<file path="src/design/kcl_pkg.sv">
`timescale 1ns / 1ps
// kcl_pkg: shared types, register indexes and constants of the keypad code lock
// used by keypad_code_lock_core; no dependencies

package kcl_pkg;

	// configuration register indexes
	typedef enum logic [2:0] {
		REG_CODE_KEYS     = 3'd0,
		REG_CODE_LENGTH   = 3'd1,
		REG_REST_ANGLE    = 3'd2,
		REG_OPEN_ANGLE    = 3'd3,
		REG_NUDGE_ANGLE   = 3'd4,
		REG_OPEN_HOLD_MS  = 3'd5,
		REG_NUDGE_HOLD_MS = 3'd6
	} reg_index_t;

	localparam int CFG_DATA_W = 24;
	localparam int KEY_W      = 4;
	localparam int SNAP_W     = 16;
	localparam int CODE_SLOTS = 6;

	// keypad layout 1 2 3 A / 4 5 6 B / 7 8 9 C / * 0 # D
	localparam logic [KEY_W-1:0] KEY_STAR = 4'd12;
	localparam logic [KEY_W-1:0] KEY_HASH = 4'd14;

	// register reset values
	localparam logic [23:0] CODE_KEYS_RST     = 24'd34464;
	localparam logic [2:0]  CODE_LENGTH_RST   = 3'd4;
	localparam logic [7:0]  REST_ANGLE_RST    = 8'd10;
	localparam logic [7:0]  OPEN_ANGLE_RST    = 8'd180;
	localparam logic [7:0]  NUDGE_ANGLE_RST   = 8'd30;
	localparam logic [15:0] OPEN_HOLD_MS_RST  = 16'd5000;
	localparam logic [15:0] NUDGE_HOLD_MS_RST = 16'd300;

	localparam logic [11:0] DUTY_OFFSET = 12'd327;
	localparam logic [10:0] DUTY_MAX    = 11'd2047;

	// one servo command
	typedef struct packed {
		logic [7:0]  angle;
		logic [10:0] duty;
		logic [15:0] hold_ms;
		logic        locked;
		logic        matched;
		logic        last;
	} result_t;

	// pwm duty: angle*9 + 327, saturated at the 11-bit maximum
	function automatic logic [10:0] duty_of(input logic [7:0] angle);
		logic [11:0] sum;
		sum = {1'b0, angle, 3'b000} + {4'b0000, angle} + DUTY_OFFSET;
		return sum[11] ? DUTY_MAX : sum[10:0];
	endfunction

endpackage

</file>
<file path="src/design/keypad_code_lock_core.sv">
`timescale 1ns / 1ps
// keypad_code_lock_core: keypad combination lock controller, top level
// depends on kcl_pkg for types, register indexes and constants

// Each input transaction is one keypad snapshot; the lowest pressed key wins.
// The snapshot goes into an input register, from which it is decoded; then
// the entry buffer and locked flag are updated and any servo commands are
// written to a two-entry result queue. Digit, letter and '#' keys make no
// result and are taken at one per cycle. A '*' key makes one or two commands
// and is held in the input register until the result queue has room for them;
// the result queue drains one per cycle while out_ready is high.
// Configuration registers are written through cfg_we/cfg_index/cfg_data and
// must only change while no transaction is in flight.

module keypad_code_lock_core #(
	parameter int CODE_MAX = 6,
	parameter int KEY_ROWS = 4,
	parameter int KEY_COLS = 4
) (
	input  logic        clk,
	input  logic        arst_n,
	input  logic        cfg_we,
	input  logic [2:0]  cfg_index,
	input  logic [23:0] cfg_data,
	input  logic        in_valid,
	output logic        in_ready,
	input  logic [15:0] key_matrix,
	output logic        out_valid,
	input  logic        out_ready,
	output logic [7:0]  servo_angle,
	output logic [10:0] servo_duty,
	output logic [15:0] hold_ms,
	output logic        now_locked,
	output logic        code_matched,
	output logic        last_command
);

	localparam int NKEYS_RAW = KEY_ROWS * KEY_COLS;
	localparam int NKEYS     = (NKEYS_RAW > kcl_pkg::SNAP_W) ? kcl_pkg::SNAP_W : NKEYS_RAW;
	localparam int CW        = $clog2(CODE_MAX + 1);
	localparam int XW        = (CW > 3) ? CW : 3;
	localparam int NCMP      = (CODE_MAX < kcl_pkg::CODE_SLOTS) ? CODE_MAX : kcl_pkg::CODE_SLOTS;

	// configuration registers
	logic [23:0] code_keys_q;
	logic [2:0]  code_length_q;
	logic [7:0]  rest_angle_q;
	logic [7:0]  open_angle_q;
	logic [7:0]  nudge_angle_q;
	logic [15:0] open_hold_ms_q;
	logic [15:0] nudge_hold_ms_q;

	always_ff @(posedge clk or negedge arst_n) begin
		if (!arst_n) begin
			code_keys_q     <= kcl_pkg::CODE_KEYS_RST;
			code_length_q   <= kcl_pkg::CODE_LENGTH_RST;
			rest_angle_q    <= kcl_pkg::REST_ANGLE_RST;
			open_angle_q    <= kcl_pkg::OPEN_ANGLE_RST;
			nudge_angle_q   <= kcl_pkg::NUDGE_ANGLE_RST;
			open_hold_ms_q  <= kcl_pkg::OPEN_HOLD_MS_RST;
			nudge_hold_ms_q <= kcl_pkg::NUDGE_HOLD_MS_RST;
		end else if (cfg_we) begin
			case (cfg_index)
				kcl_pkg::REG_CODE_KEYS:     code_keys_q     <= cfg_data;
				kcl_pkg::REG_CODE_LENGTH:   code_length_q   <= cfg_data[2:0];
				kcl_pkg::REG_REST_ANGLE:    rest_angle_q    <= cfg_data[7:0];
				kcl_pkg::REG_OPEN_ANGLE:    open_angle_q    <= cfg_data[7:0];
				kcl_pkg::REG_NUDGE_ANGLE:   nudge_angle_q   <= cfg_data[7:0];
				kcl_pkg::REG_OPEN_HOLD_MS:  open_hold_ms_q  <= cfg_data[15:0];
				kcl_pkg::REG_NUDGE_HOLD_MS: nudge_hold_ms_q <= cfg_data[15:0];
				default: ;
			endcase
		end
	end

	// input register
	logic        valid_s1;
	logic [15:0] snap_s1;
	logic        fire;

	assign in_ready = !valid_s1 || fire;

	always_ff @(posedge clk or negedge arst_n) begin
		if (!arst_n) begin
			valid_s1 <= 1'b0;
		end else if (in_ready) begin
			valid_s1 <= in_valid;
		end
	end

	always_ff @(posedge clk) begin
		if (in_valid && in_ready) begin
			snap_s1 <= key_matrix;
		end
	end

	// lowest pressed key in row-major order
	logic                      key_found;
	logic [kcl_pkg::KEY_W-1:0] key;

	always_comb begin
		key_found = 1'b0;
		key       = '0;
		for (int i = NKEYS - 1; i >= 0; i--) begin
			if (snap_s1[i]) begin
				key_found = 1'b1;
				key       = kcl_pkg::KEY_W'(i);
			end
		end
	end

	logic is_star;
	logic is_hash;
	logic is_entry;

	assign is_star  = key_found && (key == kcl_pkg::KEY_STAR);
	assign is_hash  = key_found && (key == kcl_pkg::KEY_HASH);
	assign is_entry = key_found && !is_star && !is_hash;

	// entry buffer state
	logic [kcl_pkg::KEY_W-1:0] entry_q [CODE_MAX];
	logic [CW-1:0]             count_q;
	logic                      locked_q;

	// code compare
	logic match;

	always_comb begin
		match = (code_length_q <= 3'(kcl_pkg::CODE_SLOTS))
			&& (XW'(count_q) == XW'(code_length_q));
		for (int i = 0; i < NCMP; i++) begin
			if ((i < int'(code_length_q)) && (entry_q[i] != code_keys_q[4*i +: 4])) begin
				match = 1'b0;
			end
		end
	end

	// servo commands for a star key
	logic              locked_n;
	logic [1:0]        nres;
	kcl_pkg::result_t  r0;
	kcl_pkg::result_t  r1;

	assign locked_n = ~locked_q;

	always_comb begin
		r1.angle   = rest_angle_q;
		r1.duty    = kcl_pkg::duty_of(rest_angle_q);
		r1.hold_ms = '0;
		r1.locked  = locked_n;
		r1.matched = match;
		r1.last    = 1'b1;
		if (locked_n && match) begin
			r0   = r1;
			nres = 2'd1;
		end else begin
			r0.angle   = match ? open_angle_q : nudge_angle_q;
			r0.duty    = kcl_pkg::duty_of(r0.angle);
			r0.hold_ms = match ? open_hold_ms_q : nudge_hold_ms_q;
			r0.locked  = locked_n;
			r0.matched = match;
			r0.last    = 1'b0;
			nres       = 2'd2;
		end
	end

	// result queue occupancy and processing decision
	kcl_pkg::result_t q0_q;
	kcl_pkg::result_t q1_q;
	logic [1:0]       cnt_q;
	logic             pop;
	logic [1:0]       base;
	logic [1:0]       room;

	assign pop  = out_valid && out_ready;
	assign base = cnt_q - {1'b0, pop};
	assign room = 2'd2 - base;
	assign fire = valid_s1 && (!is_star || (nres <= room));

	// entry buffer and locked flag update
	always_ff @(posedge clk or negedge arst_n) begin
		if (!arst_n) begin
			count_q  <= '0;
			locked_q <= 1'b1;
			for (int i = 0; i < CODE_MAX; i++) begin
				entry_q[i] <= '0;
			end
		end else if (fire) begin
			if (is_hash || is_star) begin
				count_q <= '0;
				for (int i = 0; i < CODE_MAX; i++) begin
					entry_q[i] <= '0;
				end
			end else if (is_entry && (count_q < CW'(CODE_MAX))) begin
				count_q <= count_q + CW'(1);
				for (int i = 0; i < CODE_MAX; i++) begin
					if (count_q == CW'(i)) begin
						entry_q[i] <= key;
					end
				end
			end
			if (is_star) begin
				locked_q <= locked_n;
			end
		end
	end

	// result queue next state
	kcl_pkg::result_t q0_n;
	kcl_pkg::result_t q1_n;
	logic [1:0]       cnt_n;

	always_comb begin
		q0_n  = pop ? q1_q : q0_q;
		q1_n  = q1_q;
		cnt_n = base;
		if (fire && is_star) begin
			cnt_n = base + nres;
			case (base)
				2'd0: begin
					q0_n = r0;
					q1_n = r1;
				end
				2'd1: begin
					q1_n = r0;
				end
				default: ;
			endcase
		end
	end

	always_ff @(posedge clk or negedge arst_n) begin
		if (!arst_n) begin
			cnt_q <= '0;
		end else begin
			cnt_q <= cnt_n;
		end
	end

	always_ff @(posedge clk) begin
		q0_q <= q0_n;
		q1_q <= q1_n;
	end

	// output channel
	assign out_valid    = (cnt_q != 2'd0);
	assign servo_angle  = q0_q.angle;
	assign servo_duty   = q0_q.duty;
	assign hold_ms      = q0_q.hold_ms;
	assign now_locked   = q0_q.locked;
	assign code_matched = q0_q.matched;
	assign last_command = q0_q.last;

endmodule

</file>
<file path="config.mk">
export PLATFORM = sky130hd
export DESIGN_NAME = keypad_code_lock_core
export DESIGN_NICKNAME = d
export VERILOG_FILES = /design/src/design/kcl_pkg.sv /design/src/design/keypad_code_lock_core.sv
export SDC_FILE = /design/constraint.sdc
export NUM_CORES = 1
export LEC_CHECK = 0
export ABC_AREA = 1
export CORE_UTILIZATION = 64
export CTS_CLUSTER_DIAMETER = 80
export DETAILED_ROUTE_END_ITERATION = 7
export DONT_BUFFER_PORTS = 1
export PLACE_DENSITY = 0.78
export SLEW_MARGIN = 20
export SYNTH_ARGS = -nofsm -noshare
export SYNTH_HDL_FRONTEND = slang
export SYNTH_SLANG_ARGS = --single-unit
</file>
<file path="constraint.sdc">
create_clock -name clk -period 5 [get_ports clk]
set_input_delay 0.5 -clock clk [delete_from_list [all_inputs] [get_ports clk]]
set_output_delay 0.5 -clock clk [all_outputs]
set_load 0.01 [all_outputs]
</file>
==> results_dict.tcl, run 1 <==
set metrics [dict create \
    cts_tree "built" \
    totalWireLength_um 23530 \
    clock_latency_ns 0.51 \
    period_share_pct 82.57 \
    clkSinkCount 206 \
    place_hpwl_um 16200 \
    rows 46 \
    grt_pass1_vias 7720 \
    cts_max_level 1 \
    fin_setup_tns_ns 0 \
    hold_path.class "input pin to register" \
    synth_area_leaders "dfrtp_1 21%, edfxtp_1 15%, nand2_1 14%, dfxtp_1 7.3%, o21ai_0 7.2%" \
    status "finished clean" \
    pwr-share-comb_pct 34.3 \
    wl_per_cell_um 15.78 \
    antenna_cells 0 \
    synthFlopType "dfrtp_1" \
    fmax_mhz 242.2 \
    slew_headroom_pct 37.66 \
    dr.pass1.iters 5 \
    synth_top_area_share_pct 20.99 \
    ys_warn_count 0 \
    nNetsFinal 1344 \
    ant_nets 0 \
    netSwitchingFraction_pct 37.39 \
    drive_above_1_share_pct 8.314 \
    yosys.cell_types.count 42 \
    rsz0062_at_grt "no" \
    setup_slack_ns 0.8714 \
    vias 8157 \
    initial_utilization_pct 65.81 \
    dr.first_iter.drc_count 752 \
    crit_type "register to register" \
    grt.overflow.total 0 \
    ios 88 \
    power.internal_mw 3.897 \
    post-synth-top-count-cell "nand2_1" \
    ys_seq_elements 206 \
    critPathCaptureType "register" \
    cp-start-kind "register" \
    coreArea_sq_um 15940 \
    clock_path_buffers 3 \
    synth_area_sq_um 10490 \
    p_leak_nw 5.488 \
    cp_max_fo 12 \
    switching_power_mw 2.327 \
    die_x_um 130.0 \
    syn_to_final_growth_pct 9.027 \
    cts_resized 0 \
    async_flop_share_pct 55.34 \
    rrSetupSlack_ns 0.87 \
    fin_worst_skew_ns 0.01690 \
    antenna_found_initial 0 \
    die_h_um 130.0 \
    worstMarginPinSlew_ns 0.9329 \
    finalSetupViolCount 0 \
    fill_cells 1224 \
    grt_max_degree 115 \
    irDropWorstVdd_uv 331.9 \
    syn_inst 1259 \
    clkSlewWorstSetupHoldPaths_ns 0.06 \
    post-route-util_pct 71.75 \
    slew_violations 0 \
    pre_cts_ws_ns 0.9449 \
    maxCapViolCount 0 \
    worstPathArrival_ns 4.50 \
    cts-root-buf "clkbuf_16" \
    place_congestion 0.9371 \
    min_period_ns 4.129 \
    synthTopCellsByCount "381 x nand2_1, 150 x o21ai_0, 141 x inv_1" \
    p_per_area_nw_per_um2 544.1 \
    hold_violations 0 \
    yosys.area.top_type "dfrtp_1" \
    power_frac_seq_pct 39.7 \
    yosysSeqAreaShare_pct 50.20 \
    die_area_sq_um 16910 \
    grt_pass1_wl_um 37740 \
    syn_nets 1345 \
    drc 0 \
    routed_via_density 5.471 \
    synth_edf_count 54 \
    portBuffers 0 \
    worstPathRequired_ns 5.37 \
    grt_usage_pct 28.77 \
    postSynthAreaPerCell_sq_um 8.334 \
    clock_power_share_pct 26.1 \
    cts_inserted_buffers 23 \
]
logic make-up (layout without fill, tap and decap cells):
kind of cell / after synthesis / count (layout) / share of synthesized area [%]
AND/OR/NAND/NOR: 560 / 560 / 22.19
AO/OA/AOI/OAI: 221 / 221 / 11.65
flip-flops: 206 / 206 / 50.20
buffers and inverters: 185 / 201 / 6.821
adder cells (fa/ha/maj): 38 / 38 / 4.674
multiplexers: 30 / 30 / 2.874
XOR/XNOR: 19 / 19 / 1.586
cell usage in the layout (no fill, tap or decap), drive strengths merged, types with 12 or more instances in the layout:
master,instances
clkbuf,29
or2,14
a21oi,24
ha,36
a21boi,24
xnor2,12
edfxtp,54
dfstp,26
dfrtp,88
o21ai,152
mux2i,29
nand2,386
nand3,40
buf,13
inv,145
nor2,100
dfxtp,38
worst paths after layout:
check	startpoint	endpoint	cells after the start
worst min register to register	nudge_hold_ms_q[12]	nudge_hold_ms_q[12]	2
min in group asynchronous	arst_n	nudge_hold_ms_q[13]	2
worst min-delay path	key_matrix[3]	snap_s1[3]	0
worst max-delay path	cnt_q[1]	entry_q[6]	15
worst max register to register	cnt_q[1]	entry_q[6]	15
max in group asynchronous	arst_n	nudge_angle_q[1]	2
repair_timing:
item | 4_1_cts | 5_1_grt
buffers inserted | 0 | 0
endpoints found under the hold margin | 114 | 0
hold buffers | 2 | 0
state kept, by name (all words and copies together) (netlist names):
name / count
servo_duty: 11
count_q: 3
nudge_angle_q: 8
cnt_q: 2
code_length_q: 3
now_locked: 1
open_angle_q: 8
nudge_hold_ms_q: 16
hold_ms: 16
code_keys_q: 24
code_matched: 1
open_hold_ms_q: 16
snap_s1: 16
entry_q: 24
q1_q: 38
valid_s1: 1
rest_angle_q: 8
locked_q: 1
last_command: 1
servo_angle: 8
metal layers:
layer | track usage, % | vias to the layer above | routed length, um
li1 | - | 4073 | -
met1 | 39.58 | 3798 | 10810
met2 | 46.59 | 251 | 10930
met3 | 4.510 | 35 | 1289
met4 | 9.986 | 0 | 493
met5 | 0 | - | 0
layout make-up:
type,count,area [sq um],area share [%]
Sequential cell,206,5268,46.05
Multi-Input combinational cell,868,4512,39.44
Clock buffer,29,598.1,5.228
Inverter,145,544.3,4.758
Tap cell,216,270.3,2.362
Timing Repair Buffer,14,127.6,1.116
Clock inverter,13,120.1,1.050
power by group through the flow:
stage	registers (mW)	clock network, mW	logic, mW
after global placement	2.48	0	2.00
after detailed placement	2.49	0	2.07
after floorplan	2.42	0	1.62
after global routing	2.52	1.70	2.43
final	2.47	1.62	2.13
after CTS	2.47	1.64	2.11
through the flow:
stage | total power [mW] | std cells | hold slack [ns] | instance area, sq um
finish | 6.224 | 1491 | 0.08782 | 11440
global route | 6.647 | 1491 | 0.07035 | 11440
CTS | 6.215 | 1491 | 0.07376 | 11440
detailed placement | 4.563 | 1447 | 0.2056 | 10680
global placement | 4.485 | 1447 | 0.2060 | 10680
floorplan | 4.040 | 1259 | 0.2044 | 10490
critical path: stages, from the launching register on:
cell and delay, ns:
dfrtp_1 0.38, or2_2 0.37, nand2_2 0.09, inv_1 0.17, ha_1 0.25, xnor2_1 0.30
ha_1 0.31, ha_1 0.29, inv_1 0.06, nor2_1 0.03, o21ai_0 0.32, o21ai_0 0.21
nor2_1 0.64, nand2_1 0.33, nand2_1 0.14, o21ai_0 0.10
(Power assumes the default switching activity.)
==> run 2, diff against run 1 <==
==> constraint.sdc (replaced) <==
create_clock -name clk -period 4.1 [get_ports clk]
set_input_delay 0.41 -clock clk [delete_from_list [all_inputs] [get_ports clk]]
set_output_delay 0.41 -clock clk [all_outputs]
set_load 0.01 [all_outputs]
==> run 2 against run 1 <==
  * Clock-buffer cell count did not move
  * Routed wire length up 1.0%
  * Clock power up 20%
  * Highest routed layer unchanged
  * Clock skew is 0.010 ns lower
  * Hold slack worse by 0.031 ns
  * Register-to-register slack worse by 0.67 ns
  * Die area stayed put
  * Worst setup slack worse by 0.67 ns
==> results_dict.tcl, run 2 (synthesis results as in run 1) <==
set metrics [dict create \
    grt_pass1_wl_um 36800 \
    reg_top3 "q1_q: 38 flops, code_keys_q: 24 flops, entry_q: 24 flops" \
    slew_headroom_pct 39.71 \
    period_share_pct 95.16 \
    antenna_cells 0 \
    portBuffers 0 \
    antenna_found_initial 0 \
    clock_latency_ns 0.50 \
    r2r_start "cnt_q[1]" \
    post-route-util_pct 73.10 \
    routed_via_density 5.539 \
    fin_setup_tns_ns 0 \
    slew_violations 0 \
    wl_per_cell_um 15.80 \
    ant_nets 0 \
    rows 46 \
    syn_to_final_growth_pct 11.08 \
    path_buf_inv 2 \
    p_per_area_nw_per_um2 650.1 \
    maxCapViolCount 0 \
    cp_slowest_cell "dfrtp_1" \
    grt_max_degree 115 \
    dp.cells 1445 \
    place_hpwl_um 15690 \
    stdcell_count 1504 \
    drive_above_1_share_pct 8.929 \
    dr.pass1.iters 6 \
    hold_path.class "input pin to register" \
    clkSinkCount 206 \
    grt_usage_pct 28.01 \
    path_common_cell "ha_1" \
    largest_register_ffs 38 \
    cp-start-kind "register" \
    dr.first_iter.drc_count 660 \
    crit_chain "or2_2 > nand2_2 > inv_1 > ha_1 > xnor2_1 > ha_1 > ha_1 > inv_1 > nor2_1 > o21ai_0 > o21ai_0 > nor2_2 > nand2_2 > nand2_8" \
    die_x_um 130.0 \
    die_h_um 130.0 \
    die_area_sq_um 16910 \
    hold_violations 0 \
    grt_pass1_vias 7494 \
    cp-startpoint "cnt_q[1]" \
    cts-root-buf "clkbuf_16" \
    coreArea_sq_um 15940 \
    mostFrequentLayoutCell "nand2_1" \
    irDropWorstVdd_uv 465.1 \
    clkSlewWorstSetupHoldPaths_ns 0.06 \
    worstPathArrival_ns 4.09 \
    min_period_ns 3.902 \
    worstMarginPinSlew_ns 0.9021 \
    whs_path_depth 1 \
    fmax_mhz 256.3 \
    critPathCaptureType "register" \
    r2r_cells 14 \
    status "finished clean" \
    post-cts-setup-buffers 0 \
    critical-path-max-stage-delay_ns 0.38 \
    grt.overflow.total 0 \
    initial_utilization_pct 65.81 \
    crit_type "register to register" \
    cp_max_fo 19 \
    hold_start "cfg_data[17]" \
    path_depth 14 \
    layout_common_cells "378 x nand2_1, 150 x o21ai_0, 140 x inv_1, 94 x nor2_1, 88 x dfrtp_1" \
    cts_tree "built" \
    clock_path_buffers 3 \
    drc 0 \
    cts_inserted_buffers 22 \
    fin_worst_skew_ns 0.006436 \
    vias 8331 \
    nNetsFinal 1358 \
    cts_max_level 1 \
    regMostFlops "q1_q" \
    finalSetupViolCount 0 \
    p_leak_nw 5.568 \
    worstPathRequired_ns 4.29 \
    ios 88 \
    crit_family "simple AND/OR/NAND/NOR gates" \
    totalWireLength_um 23760 \
    place_congestion 0.9208 \
]
-- run 2: changes by cell type in the layout (fill, tap and decap cells not counted), moves of 3 or more --
cell,change
clkinv_2,+4
dlygate4sd3_1,+16
buf_4,-3
clkinv_1,-4
-- run 2: worst reg2reg max path: cells and delay by family, from the launching register on --
kind / cells / cell delay, ns
AOI/OAI and AO/OA: 2 / 0.56
buffers and inverters: 2 / 0.23
adders and majority gates: 3 / 0.86
and+or+nand+nor: 6 / 1.22
DFF: 1 / 0.38
xor gates and xnor gates: 1 / 0.32
-- run 2: routing by layer --
layer	part of all wire (%)	vias up	wire [um]	GRT usage (%)
li1	-	4098	-	-
met3	6.1	33	1452	3.198
met2	47	280	11190	46.75
met5	0	-	0	0
met1	45	3920	10670	38.81
met4	1.9	0	446	7.934
-- run 2: where the power goes --
| group | internal, mW | leakage, nW | switching [mW] |
|---|---|---|---|
| Sequential | 2.63 | 2.21 | 0.382 |
| Combinational | 0.975 | 3.01 | 1.64 |
| Clock | 1.16 | 0.356 | 0.797 |
-- run 2: path summary, 6_finish.rpt --
kind / end / slack, ns
max: q1_q[12] / 0.20
min: code_keys_q[17] / 0.06
max reg2reg: q1_q[12] / 0.20
min reg2reg: nudge_hold_ms_q[6] / 0.48
max in group asynchronous: valid_s1 / 3.11
min in group asynchronous: nudge_hold_ms_q[11] / 0.51
-- run 2: final cells by class --
type | count | area (sq um)
Clock buffer | 29 | 596.8
Clock inverter | 11 | 118.9
Fill cell | 1234 | 4288
Inverter | 145 | 548.0
Multi-Input combinational cell | 869 | 4568
Sequential cell | 206 | 5268
Tap cell | 216 | 270.3
Timing Repair Buffer | 28 | 285.3
-- run 2: through the flow --
stage          worst slack (ns)  total power [mW]  instance area [sq um]  hold slack (ns)
2_1_floorplan            0.1363             4.927                  10500           0.1144
3_3_place_gp             0.1890             5.472                  10690           0.1175
3_5_place_dp            0.08929             5.554                  10690           0.1174
4_1_cts                 0.06063             7.563                  11610          0.03884
5_1_grt               -0.006145             8.071                  11650          0.05641
6_report                 0.1983             7.576                  11650          0.05725
-- run 2: what timing repair did --
item                                   in CTS  in global routing
endpoints found under the hold margin     130                  0
gates resized for setup                     0                  8
setup endpoints to repair                   0                 63
hold buffers                               18                  0
==> run 3, diff against run 2 <==
--- a/config.mk
+++ b/config.mk
@@ -6,12 +6,13 @@
 export NUM_CORES = 1
 export LEC_CHECK = 0
 export ABC_AREA = 1
-export CORE_UTILIZATION = 64
+export CORE_UTILIZATION = 58
 export CTS_CLUSTER_DIAMETER = 80
 export DETAILED_ROUTE_END_ITERATION = 7
 export DONT_BUFFER_PORTS = 1
-export PLACE_DENSITY = 0.78
+export PLACE_DENSITY = 0.74
 export SLEW_MARGIN = 20
 export SYNTH_ARGS = -nofsm -noshare
 export SYNTH_HDL_FRONTEND = slang
 export SYNTH_SLANG_ARGS = --single-unit
+export TNS_END_PERCENT = 5
==> constraint.sdc (replaced) <==
create_clock -name clk -period 3.2 [get_ports clk]
set_input_delay 0.32 -clock clk [delete_from_list [all_inputs] [get_ports clk]]
set_output_delay 0.32 -clock clk [all_outputs]
set_load 0.01 [all_outputs]
==> run 3 against run 2 <==
  * Clock skew is 0.0072 ns higher
  * Hold slack worse by 0.046 ns
  * The run now ends with negative setup slack left
  * Largest cell class unchanged
  * Core utilization is 1.4 points higher
  * Power is 47% higher
  * Clock-buffer cell count is 11 higher
  * Die area is 10% higher
  * Maximum frequency is 19% higher
==> results_dict.tcl, run 3 (synthesis results as in run 1) <==
set metrics [dict create \
    status "finished with violations" \
    violations "negative setup slack" \
    mostFrequentLayoutCell "nand2_1" \
    cts_inserted_buffers 23 \
    worstPathRequired_ns 3.48 \
    initial_utilization_pct 60.04 \
    setup_slack_ns -0.07284 \
    slew_violations 0 \
    grt_pass1_vias 7962 \
    place_hpwl_um 16970 \
    cp_max_fo 4 \
    rows 48 \
    fin_worst_skew_ns 0.01366 \
    fmax_mhz 305.5 \
    pre_cts_ws_ns -0.1777 \
    cp-start-kind "register" \
    die_x_um 136.5 \
    cts-root-buf "clkbuf_16" \
    portBuffers 0 \
    syn_to_final_growth_pct 24.15 \
    grt_usage_pct 27.52 \
    rsz0062_at_grt "yes" \
    grt_max_degree 115 \
    drc 0 \
    grt_pass1_wl_um 39890 \
    cts_max_level 1 \
    dr.first_iter.drc_count 676 \
    ant_nets 0 \
    die_h_um 136.5 \
    cp_slowest_cell "dfstp_2" \
    path_common_cell "nand2_2" \
    place_congestion 0.9194 \
    drive_above_1_share_pct 20.39 \
    reg_top3 "q1_q: 38 flops, code_keys_q: 24 flops, entry_q: 24 flops" \
    critPathCaptureType "register" \
    placed_area_sq_um 11170 \
    largest_register_ffs 38 \
    cts_tree "built" \
    critical-path-max-stage-delay_ns 0.56 \
    final_area_sq_um 13030 \
    worstMarginPinSlew_ns 0.9402 \
    min_period_ns 3.273 \
    die_area_sq_um 18630 \
    p_total_mw 11.11 \
    wl_per_cell_um 16.81 \
    antenna_found_initial 0 \
    crit_type "register to register" \
    vias 8860 \
    p_per_area_nw_per_um2 852.5 \
    dp.cells 1511 \
    coreArea_sq_um 17480 \
    r2r_start "code_length_q[2]" \
    hold_start "cfg_data[23]" \
    clkSinkCount 206 \
    period_share_pct 102.3 \
    routed_via_density 5.510 \
    maxCapViolCount 0 \
    hold_path.class "input pin to register" \
    antenna_cells 0 \
    stdcell_count 1608 \
    ios 88 \
    clkSlewWorstSetupHoldPaths_ns 0.06 \
    dr.pass1.iters 5 \
    hold_violations 0 \
    path_buf_inv 6 \
    totalWireLength_um 27030 \
    layout_common_cells "342 x nand2_1, 143 x o21ai_0, 132 x inv_1, 88 x dfrtp_1, 81 x nor2_1" \
    finalSetupViolCount 50 \
    nNetsFinal 1452 \
    slew_headroom_pct 37.17 \
    cp-startpoint "code_length_q[2]" \
    irDropWorstVdd_uv 588.5 \
    clock_latency_ns 0.52 \
    worstPathArrival_ns 3.55 \
    regMostFlops "q1_q" \
    p_leak_nw 6.162 \
    crit_family "simple AND/OR/NAND/NOR gates" \
    clock_path_buffers 3 \
    grt.overflow.total 0 \
]
run 3: changes by cell type in the layout (fill, tap and decap cells not counted), sizes merged, moves of 2 or more:
cell,previous run,this run
clkbuf,29,40
dlygate4sd3,17,27
bufinv,2,0
buf,11,90
inv,143,146
nand2,387,390
clkinv,10,1
run 3: final timing paths:
path | slack [ns] | cells past startpoint | endpoint
worst max-delay path | -0.07 | 25 | q1_q[29]
worst min-delay path | 0.01 | 2 | code_keys_q[23]
worst max register to register | -0.07 | 25 | q1_q[29]
worst min register to register | 0.48 | 2 | nudge_hold_ms_q[9]
max in group asynchronous | 2.36 | 2 | code_length_q[2]
min in group asynchronous | 0.42 | 2 | nudge_hold_ms_q[7]
run 3: what timing repair did:
| item | 4_1_cts | 5_1_grt |
|---|---|---|
| cloned | 1 | 4 |
| gates resized for setup | 16 | 132 |
| buffers inserted | 6 | 16 |
| pin swaps | 8 | 51 |
| setup endpoints to repair | 76 | 131 |
| hold buffers | 28 | 0 |
| hold endpoints to repair | 140 | 0 |
run 3: cell type report:
cell class / count / area (sq um)
clock buffers: 40 / 732.0
clock inverters: 2 / 25.02
fillers: 1271 / 4451
inverters: 145 / 554.3
multi-input cells: 873 / 5121
flip-flops and latches: 206 / 5268
well taps: 225 / 281.5
repair buffers: 117 / 1045
run 3: per-layer routing:
metal | up-vias | routed length [um] | share of wire, % | GRT usage, %
met4 | 0 | 651 | 2.4 | 6.975
met1 | 4194 | 11300 | 42 | 37.72
met2 | 318 | 13200 | 49 | 45.32
li1 | 4295 | - | - | -
met3 | 53 | 1884 | 7.0 | 4.741
met5 | - | 0 | 0 | 0
run 3: power by group:
group / switching (mW) / internal (mW) / total, mW
clock network: 1.05 / 1.56 / 2.61
registers: 0.475 / 3.37 / 3.85
logic: 2.68 / 1.97 / 4.65
run 3: per-stage QoR:
| stage | util [%] | setup TNS [ns] | hold slack (ns) |
|---|---|---|---|
| after global routing | 74.53 | -12.28 | 0.03230 |
| final | 74.53 | -0.8395 | 0.01135 |
| after CTS | 70.59 | -1.991 | 0.001082 |
| after detailed placement | 63.92 | -1.911 | 0.02685 |
| after global placement | 63.92 | -0.6347 | 0.02737 |
| after floorplan | - | -0.3951 | 0.02441 |
